===== config.mk =====
export PLATFORM = sky130hd
export DESIGN_NAME = mcmq_ctrl
export DESIGN_NICKNAME = d
export VERILOG_FILES = /design/src/rtl/core/memory_command_multi_queue_macros.svh /design/src/rtl/core/mcmq_pkg.sv /design/src/rtl/core/mcmq_ctrl.sv
export SDC_FILE = /design/constraint.sdc
export NUM_CORES = 1
export LEC_CHECK = 0
export BUFFER_PORTS_ARGS = -buffer_cell sky130_fd_sc_hd__buf_4
export CORE_AREA = 2 2 39 41
export CTS_CLUSTER_DIAMETER = 150
export DETAILED_ROUTE_END_ITERATION = 12
export DIE_AREA = 0 0 41 43
export GPL_TIMING_DRIVEN = 0
export PLACE_DENSITY_LB_ADDON = 0.3
export SLEW_MARGIN = 10
export SYNTH_ARGS = -nofsm -noshare
export SYNTH_HDL_FRONTEND = slang
export SYNTH_SLANG_ARGS = --single-unit

===== constraint.sdc =====
create_clock -name aclk -period 2.55 [get_ports aclk]
set_input_delay 0.255 -clock aclk [delete_from_list [all_inputs] [get_ports aclk]]
set_output_delay 0.255 -clock aclk [all_outputs]
set_load 0.01 [all_outputs]

===== src/rtl/core/memory_command_multi_queue_macros.svh =====
// ---------------------------------------------------------------------------
// Assertion macros for the memory command multi-queue
// Shared concurrent assertion forms, clocked on aclk, off during reset.
// ---------------------------------------------------------------------------
`ifndef MEMORY_COMMAND_MULTI_QUEUE_MACROS_SVH
`define MEMORY_COMMAND_MULTI_QUEUE_MACROS_SVH

// Consequent must hold in the same cycle as the antecedent
`define MCMQ_ASSERT_IMPL(label, ante, cons, msg) \
    label: assert property (@(posedge aclk) disable iff (!aresetn) \
        (ante) |-> (cons)) else $error(msg);

// Consequent must hold in the cycle after the antecedent
`define MCMQ_ASSERT_NEXT(label, ante, cons, msg) \
    label: assert property (@(posedge aclk) disable iff (!aresetn) \
        (ante) |=> (cons)) else $error(msg);

`endif


===== src/rtl/core/mcmq_pkg.sv =====
// ---------------------------------------------------------------------------
// mcmq_pkg
// Sizes, codes and shared types of the memory command multi-queue.
// ---------------------------------------------------------------------------
package mcmq_pkg;

    // Queue geometry
    localparam int QUEUE_DEPTH    = 16;
    localparam int NUM_REQUESTORS = 8;
    localparam int SHARED_QUEUES  = 2;
    localparam int NUM_QUEUES     = SHARED_QUEUES + 2 * NUM_REQUESTORS;
    localparam int RAM_DEPTH      = NUM_QUEUES * QUEUE_DEPTH;

    localparam int QPTR_W   = $clog2(QUEUE_DEPTH);
    localparam int QCNT_W   = $clog2(QUEUE_DEPTH + 1);
    localparam int QIDX_W   = $clog2(NUM_QUEUES);
    localparam int REQ_ID_W = $clog2(NUM_REQUESTORS);
    localparam int OLEN_W   = $clog2(NUM_REQUESTORS + 1);
    localparam int RAM_AW   = $clog2(RAM_DEPTH);

    // Field widths of the stream items
    localparam int TAG_W      = 32;
    localparam int SEL_W      = 3;
    localparam int POS_W      = 4;
    localparam int QCOUNT_W   = 5;
    localparam int RCOUNT_W   = 4;
    localparam int S_TDATA_W  = 48;
    localparam int M_TDATA_W  = 48;
    localparam int RCOUNT_MAX = 15;

    typedef logic [TAG_W-1:0]    tag_t;
    typedef logic [SEL_W-1:0]    sel_t;
    typedef logic [POS_W-1:0]    pos_t;
    typedef logic [QCOUNT_W-1:0] qcount_t;
    typedef logic [RCOUNT_W-1:0] rcount_t;
    typedef logic [QPTR_W-1:0]   qptr_t;
    typedef logic [QPTR_W:0]     psum_t;
    typedef logic [QCNT_W-1:0]   qcnt_t;
    typedef logic [QIDX_W-1:0]   qidx_t;
    typedef logic [REQ_ID_W-1:0] req_id_t;
    typedef logic [OLEN_W-1:0]   olen_t;
    typedef logic [RAM_AW-1:0]   ram_addr_t;

    typedef enum logic [2:0] {
        ACT_INSERT    = 3'd0,
        ACT_GEN_FRONT = 3'd1,
        ACT_GEN_PEEK  = 3'd2,
        ACT_REQ_FRONT = 3'd3,
        ACT_SLOT_PEEK = 3'd4,
        ACT_REQ_POP   = 3'd5,
        ACT_GEN_POP   = 3'd6,
        ACT_SIZES     = 3'd7
    } action_t;

    typedef enum logic [1:0] {
        ST_OK     = 2'd0,
        ST_EMPTY  = 2'd1,
        ST_BEYOND = 2'd2,
        ST_FULL   = 2'd3
    } status_t;

    // Controller to datapath
    typedef struct packed {
        logic capture;
        logic execute;
        logic publish;
    } dp_cmd_t;

    // Datapath to controller
    typedef struct packed {
        logic out_free;
    } dp_sts_t;

endpackage


===== src/rtl/core/mcmq_ctrl.sv =====
// ---------------------------------------------------------------------------
// mcmq_ctrl
// Sequencer: capture one item, execute it, publish its result.
// ---------------------------------------------------------------------------
module mcmq_ctrl (
    input  logic              aclk,
    input  logic              aresetn,
    input  logic              s_tvalid,
    output logic              s_tready,
    output mcmq_pkg::dp_cmd_t cmd,
    input  mcmq_pkg::dp_sts_t sts
);

    typedef enum logic [1:0] {
        S_IDLE,
        S_EXEC,
        S_FIN
    } state_t;

    state_t state_reg;
    logic   s_tready_reg;

    always_ff @(posedge aclk) begin
        if (!aresetn) begin
            state_reg    <= S_IDLE;
            s_tready_reg <= 1'b0;
        end else begin
            case (state_reg)
                S_IDLE: begin
                    if (s_tready_reg && s_tvalid) begin
                        state_reg    <= S_EXEC;
                        s_tready_reg <= 1'b0;
                    end else begin
                        s_tready_reg <= 1'b1;
                    end
                end
                S_EXEC: begin
                    state_reg <= S_FIN;
                end
                S_FIN: begin
                    // hold until the output register can take the result
                    if (sts.out_free) begin
                        state_reg    <= S_IDLE;
                        s_tready_reg <= 1'b1;
                    end
                end
                default: begin
                    state_reg    <= S_IDLE;
                    s_tready_reg <= 1'b0;
                end
            endcase
        end
    end

    assign s_tready    = s_tready_reg;
    assign cmd.capture = s_tready_reg && s_tvalid;
    assign cmd.execute = (state_reg == S_EXEC);
    assign cmd.publish = (state_reg == S_FIN) && sts.out_free;

endmodule


# Yosys cells after proc, flatten, opt, wreduce, memory -nomap -nowiden
# Cells that the tools add are included.
dict set report totals {
  inputBits 4
  out_inout_bits 4
  regBits 3
}
dict set report op_classes {
  n_eq_ne 4
  n_reduce_logical 5
  n_mux 6
  n_bitwise 1
}
# operator n
set op_table {}
lappend op_table {{2-bit case mux with 3 select lines} 1}
lappend op_table {{2-bit two-way mux} 2}
lappend op_table {{2-bit != test, second input constant} 2}
lappend op_table {{2-bit AND reduction} 2}
lappend op_table {{1-bit case mux with 3 select lines} 1}
lappend op_table {{2-bit by 1-bit == test with 1-bit output, second input constant} 1}
lappend op_table {{2-bit == test, second input constant} 1}
lappend op_table {{1-bit logical AND} 2}
lappend op_table {{2-bit logical NOT} 1}
lappend op_table {{1-bit two-way mux} 2}
lappend op_table {{1-bit inverter} 1}

# Logic depth before layout (Yosys ltp)
# Gate-level depths: netlist (run 1).
dict set report depth {
  word_depth 3
  ltp_mapped 3
  depth_no_buf 3
}

# Worst setup path after synthesis (run 1)
# No wires, ideal clock.
dict set report synth_path {
  kind {register -> register}
  start {register s_tready_reg (netlist: s_tready)}
  end {register s_tready_reg (netlist: s_tready)}
  arrival_time_ps 886
  stages_incl_launch_ff 4
  required_time_ps 2432
  period_less_slack_ps 1003
  path_slack_ps 1547
  path_cell_list {dfxtp_1 > nand2_1 > or3_1 > o2111a_1}
}
dict set report synth_between {
  elab_chain_cells 3
}
# element line
set synth_rtl {}
lappend synth_rtl {{start, declared} mcmq_ctrl.sv:21} ;# logic s_tready_reg;
lappend synth_rtl {{start signal, assigned} mcmq_ctrl.sv:26} ;# s_tready_reg <= 1'b0;
lappend synth_rtl {{start signal, assigned} mcmq_ctrl.sv:32} ;# s_tready_reg <= 1'b0;
lappend synth_rtl {{start signal, assigned} mcmq_ctrl.sv:34} ;# s_tready_reg <= 1'b1;
lappend synth_rtl {{1-bit logical AND} mcmq_ctrl.sv:30} ;# if (s_tready_reg && s_tvalid) begin
lappend synth_rtl {{1-bit two-way mux} mcmq_ctrl.sv:30}
lappend synth_rtl {{1-bit case mux with 3 select lines} mcmq_ctrl.sv:28} ;# case (state_reg)
# Every way passes these cells.
# A chain may end at the register's enable or synchronous reset.

==> results of run 1 <==
==> metal layers <==
| metal | vias to the layer above | global-route usage, % | routed length (microns) |
|---|---|---|---|
| li1 | 78 | - | - |
| met1 | 62 | 4.50 | 131 |
| met2 | 8 | 4.69 | 144 |
| met3 | 0 | 5.76 | 62 |
| met4 | 0 | 6.00 | 0 |
| met5 | - | 0 | 0 |
==> power groups by stage <==
stage	Combinational, mW	Clock (mW)	Sequential (mW)
2_1_floorplan	0.00812	0	0.0539
3_3_place_gp	0.0194	0	0.0537
3_5_place_dp	0.0192	0	0.0538
4_1_cts	0.0195	0.0884	0.0530
5_1_grt	0.0214	0.0921	0.0535
6_report	0.0191	0.0843	0.0529
==> placed cells by master, fill, tap and decap left out <==
cell type and n:
clkbuf_1 1, buf_4 7, and2b_2 1, clkbuf_4 3
dfxtp_1 3, a21oi_1 1, o2111a_1 1, nor2_1 3
nor3b_1 2, or3_1 1, inv_1 3, nand2_1 2
==> logic make-up after synthesis <==
family | synth area share [%]
flip-flops | 44.0
buffers and inverters | 8.26
AND/OR/NAND/NOR | 35.8
AO/OA/AOI/OAI | 11.9
==> stage by stage <==
step | instances | total power [mW] | hold WS (ns)
floorplan | 17 | 0.0620 | 0.389
global placement | 40 | 0.0731 | 0.504
finish | 44 | 0.156 | 0.268
global route | 44 | 0.167 | 0.284
detailed placement | 40 | 0.0729 | 0.503
CTS | 44 | 0.161 | 0.263
==> how the worst max path moves through the flow <==
| stage | startpoint | end | slack (ns) | cells past startpoint |
|---|---|---|---|---|
| 3_3_place_gp | s_tready | s_tready | 1.55 | 3 |
| 5_1_grt | state_reg[1] | cmd[0] | 1.23 | 2 |
| 3_5_place_dp | state_reg[1] | cmd[1] | 1.56 | 2 |
| 4_1_cts | state_reg[1] | cmd[1] | 1.30 | 2 |
| 2_1_floorplan | s_tready | s_tready | 1.55 | 3 |
| 6_report | state_reg[1] | cmd[1] | 1.31 | 2 |
==> worst reg2reg max path, cell delays in order, from the launching register on <==
cell	delay, ns
dfxtp_1	0.34
nand2_1	0.07
or3_1	0.34
o2111a_1	0.14
==> area by class of cell <==
type | count | area [sq um] | area share (%)
tap | 16 | 20.0 | 8.51
inverter | 3 | 11.3 | 4.79
multi-input combinational | 11 | 65.1 | 27.7
timing repair buffer | 7 | 52.6 | 22.3
sequential | 3 | 60.1 | 25.5
clock buffer | 4 | 26.3 | 11.2
==> cells in the mapped netlist (all sizes together) <==
master  count  area [sq um]
nor2        3          11.3
inv         3          11.3
o2111a      1          11.3
and2b       1          8.76
nor3b       2          15.0
dfxtp       3          60.1
nand2       2          7.51
a21oi       1          5.00
or3         1          6.26
==> results.py, run 1 <==
metrics = {
    "worst_setup_path": {
        "reg2reg_slack_ns": 1.55,
        "cpPeakStageDelay_ns": 0.37,
        "r2r_cells": 3,
        "crit_path_cell_trace": "and2b_2 > buf_4",
        "crit_family": "flip-flops",
        "critPathBufInv": 1,
        "r2r_end": "s_tready",
        "arrival_ns": 0.99,
        "crit_fanout": 6,
        "worst_ep_required_time_ns": 2.30,
        "path_class": "reg -> out",
        "reg2reg_from": "s_tready",
        "cp-start-kind": "register",
        "cp-end-kind": "output pin",
        "slowest_stage": "dfxtp_1",
    },
    "cts": {
        "cts.hold.buffers_added": 0,
        "clk_pin_slew_ns": 0.04,
        "insertion_delay_ns": 0.23,
        "cts_tree": "yes",
        "htreeDepth": 1,
        "post_cts_buffers": 0,
        "cts_made_buffers": 3,
        "numClockSinks": 3,
        "cts_resized": 0,
        "clk_path_buf_depth": 2,
        "ctsRootBufferMaster": "clkbuf_4",
    },
    "floorplan": {
        "num_io_pins": 8,
        "die_h_microns": 43,
        "dieArea_sq_um": 1760,
        "die_x_microns": 41,
        "initial_utilization_pct": 9.86,
        "coreArea_sq_um": 1380,
        "rows": 14,
    },
    "global_route": {
        "antenna_found_initial": 0,
        "gr-total-overflow": 0,
        "grt_pass1_wl_microns": 483,
        "grt_pass1_vias": 132,
        "grt_usage_pct": 4.92,
        "grt_max_degree": 7,
    },
    "layout": {
        "final_layout_size_suffix_gt1_share_pct": 39.3,
        "syn2layout_area_growth_pct": 72.5,
        "antennaDiodeCount": 0,
        "largest_reg_flops": 2,
        "nets": 33,
        "fin_area_sq_um": 235,
        "post-route-util_pct": 17.0,
        "fillers": 165,
    },
    "routing": {
        "first_pass_iters": 2,
        "drc": 0,
        "drt_iter0_markers": 3,
        "vias": 148,
        "final_antenna_net_count": 0,
        "drt_wl_total_microns": 338,
        "vias_per_cell": 3.36,
        "wire_per_inst_microns": 7.68,
    },
    "sta": {
        "finalCritPeriodShare_pct": 48.7,
        "timing.final.ws_setup_ns": 1.31,
        "slew_headroom_pct": 87.5,
        "setup_viol": 0,
        "slew_violations": 0,
        "rsz0062_at_grt": "false",
        "min_period_ns": 1.24,
        "clock.fmax_ghz": 0.805,
        "final.setup.tns_ns": 0,
        "finalHoldViolCount": 0,
        "tightest_slew_ns": 0.186,
        "skew_ns": 0.00143,
    },
    "pwr": {
        "pwr-share-seq_pct": 33.9,
        "power_density_nw_per_um2": 665,
        "leakagePower_nw": 0.115,
        "p_sw_uw": 36.3,
        "p_comb_share_pct": 12.2,
        "clkPwrFrac_pct": 53.9,
        "p_int_uw": 120,
        "ir_drop_mv": 0.119,
        "switching_share_pct": 23.2,
    },
    "synth": {
        "synth.yosys.seq_area_share_pct": 44.0,
        "ys_types": 9,
        "synth_seq_cells": 3,
        "synth_cells": 17,
        "yosys_warnings": 0,
        "synth.avg_cell_area_sq_um": 8.02,
        "synth_area_sq_um": 136,
        "synth.net_count": 21,
    },
    "worst_hold_path": {
        "min_path_type": "in -> reg",
        "worstHoldStart": "aresetn",
        "hold_depth": 3,
        "hold-path-endpoint": "state_reg[1]",
    },
    "placement": {
        "finalWeightedCongestion": 0.586,
        "port_buffers": 7,
        "dp_slack_ns": 1.56,
        "dpl_cell_area_sq_um": 209,
    },
    "job": {
        "maxCapViolCount": 0,
    },
    "run_status": {
        "status": "completed",
    },
}
Note: power is estimated with default switching activity, not from simulation.
==> inputs of run 2 (changes only) <==
- clock period: 2.55 -> 1.1 ns (I/O delays scaled with it)
==> run 2 against run 1 <==
Non-clock buffer count increased by 1. Via count is 5.4% higher. Global-route usage did not move. Combinational power rose by 150%. Sequential power is 130% higher. Critical path depth stayed put. Die area did not move. Clock skew did not move. Register-to-register slack got worse by 1.5 ns. Largest cell class unchanged.
==> results.py, run 2 (synthesis gave the netlist of run 1 again) <==
metrics = {
    "sta": {
        "tightest_slew_ns": 0.186,
        "clock.fmax_ghz": 0.956,
        "slew_violations": 0,
        "skew_ns": 0.00143,
        "min_period_ns": 1.05,
        "setup_viol": 0,
        "slew_headroom_pct": 87.6,
        "rsz0062_at_grt": "false",
        "finalCritPeriodShare_pct": 95.1,
        "finalHoldViolCount": 0,
        "final.setup.tns_ns": 0,
    },
    "worst_setup_path": {
        "cp-start-kind": "register",
        "cp-end-kind": "output pin",
        "path_class": "reg -> out",
        "slowest_stage": "dfxtp_2",
        "worst_ep_required_time_ns": 0.99,
        "arrival_ns": 0.94,
        "crit_fanout": 5,
        "cpPeakStageDelay_ns": 0.34,
        "crit_path_cell_trace": "and2b_2 > buf_4",
    },
    "worst_hold_path": {
        "min_path_type": "in -> reg",
    },
    "layout": {
        "final_layout_size_suffix_gt1_share_pct": 48.3,
        "final_cell_mix": "buf_4 (8), inv_1 (3), nor2_1 (3), clkbuf_4 (3)",
        "largest_reg_flops": 2,
        "antennaDiodeCount": 0,
        "syn2layout_area_growth_pct": 82.6,
        "post-route-util_pct": 18.0,
        "nets": 34,
        "final_common_cell": "buf_4",
    },
    "floorplan": {
        "die_x_microns": 41,
        "dieArea_sq_um": 1760,
        "die_h_microns": 43,
        "rows": 14,
        "initial_utilization_pct": 9.86,
        "coreArea_sq_um": 1380,
        "num_io_pins": 8,
    },
    "routing": {
        "wire_per_inst_microns": 8.00,
        "vias": 156,
        "first_pass_iters": 2,
        "vias_per_cell": 3.47,
        "drc": 0,
        "final_antenna_net_count": 0,
        "drt_wl_total_microns": 360,
        "drt_iter0_markers": 3,
    },
    "cts": {
        "cts_tree": "yes",
        "htreeDepth": 1,
        "cts_made_buffers": 3,
        "numClockSinks": 3,
        "clk_pin_slew_ns": 0.04,
        "clk_path_buf_depth": 2,
        "cts.hold.buffers_added": 0,
        "ctsRootBufferMaster": "clkbuf_4",
        "insertion_delay_ns": 0.23,
    },
    "pwr": {
        "p_int_uw": 281,
        "leakagePower_nw": 0.123,
        "clkPwrFrac_pct": 53.4,
        "p_comb_share_pct": 12.9,
        "p_sw_uw": 85.3,
        "switching_share_pct": 23.3,
        "ir_drop_mv": 0.277,
        "power_density_nw_per_um2": 1470,
        "pwr-share-seq_pct": 33.7,
    },
    "global_route": {
        "grt_pass1_wl_microns": 483,
        "grt_usage_pct": 4.92,
        "grt_max_degree": 7,
        "antenna_found_initial": 0,
        "gr-total-overflow": 0,
        "grt_pass1_vias": 134,
    },
    "run_status": {
        "status": "completed",
    },
    "placement": {
        "finalWeightedCongestion": 0.586,
        "port_buffers": 7,
    },
    "job": {
        "maxCapViolCount": 0,
    },
}
==> run 2: critical path: cells and delay by family, from the launching register on <==
kind,cells,cell delay [ns]
DFF,1,0.34
and+or+nand+nor,1,0.22
buffers and inverters,1,0.14
==> run 2: worst paths after layout <==
check	to	slack (ns)	depth (start not counted)	start
setup / recovery	cmd[1]	0.05	2	state_reg[1]
hold / removal	state_reg[1]	0.12	3	aresetn
hold reg to reg	state_reg[0]	0.56	2	state_reg[1]
setup reg to reg	s_tready	0.10	3	s_tready
==> run 2: metal layers <==
metal / global-route usage (%) / part of all wire [%] / wire length, microns / vias to the layer above
met5: 0 / 0 / 0 / -
met4: 6.00 / 0 / 0 / 0
met3: 5.76 / 17 / 62 / 0
met2: 4.69 / 45 / 162 / 8
met1: 4.50 / 38 / 135 / 68
li1: - / - / - / 80
==> run 2: through the flow <==
stage	cell area [sq um]	setup WS, ns	instances	hold slack, ns	total power, mW
floorplan	136	0.0967	17	0.244	0.144
global placement	209	0.0978	40	0.359	0.170
detailed placement	209	0.112	40	0.358	0.169
CTS	236	0.0346	44	0.118	0.373
global route	249	0.00995	45	0.139	0.391
finish	249	0.0543	45	0.123	0.366
==> run 2: what timing repair did <==
action | 4_1_cts | 5_1_grt
pin swaps | 0 | 0
endpoints found under the setup margin | 1 | 2
resized for setup | 1 | 1
buffers inserted | 0 | 1
==> run 2: final cells by class <==
| class | instances | area, sq um |
|---|---|---|
| clock buffer | 4 | 26.3 |
| fill | 165 | 1130 |
| inverter | 3 | 11.3 |
| multi-input combinational | 11 | 70.1 |
| sequential | 3 | 61.3 |
| tap | 16 | 20.0 |
| timing repair buffer | 8 | 60.1 |
==> run 2: power by group through the flow <==
stage / clock network (mW) / registers [mW] / logic [mW]
after global placement: 0 / 0.125 / 0.0450
final: 0.195 / 0.123 / 0.0472
after floorplan: 0 / 0.125 / 0.0188
after CTS: 0.205 / 0.123 / 0.0452
after global routing: 0.214 / 0.124 / 0.0530
after detailed placement: 0 / 0.125 / 0.0445
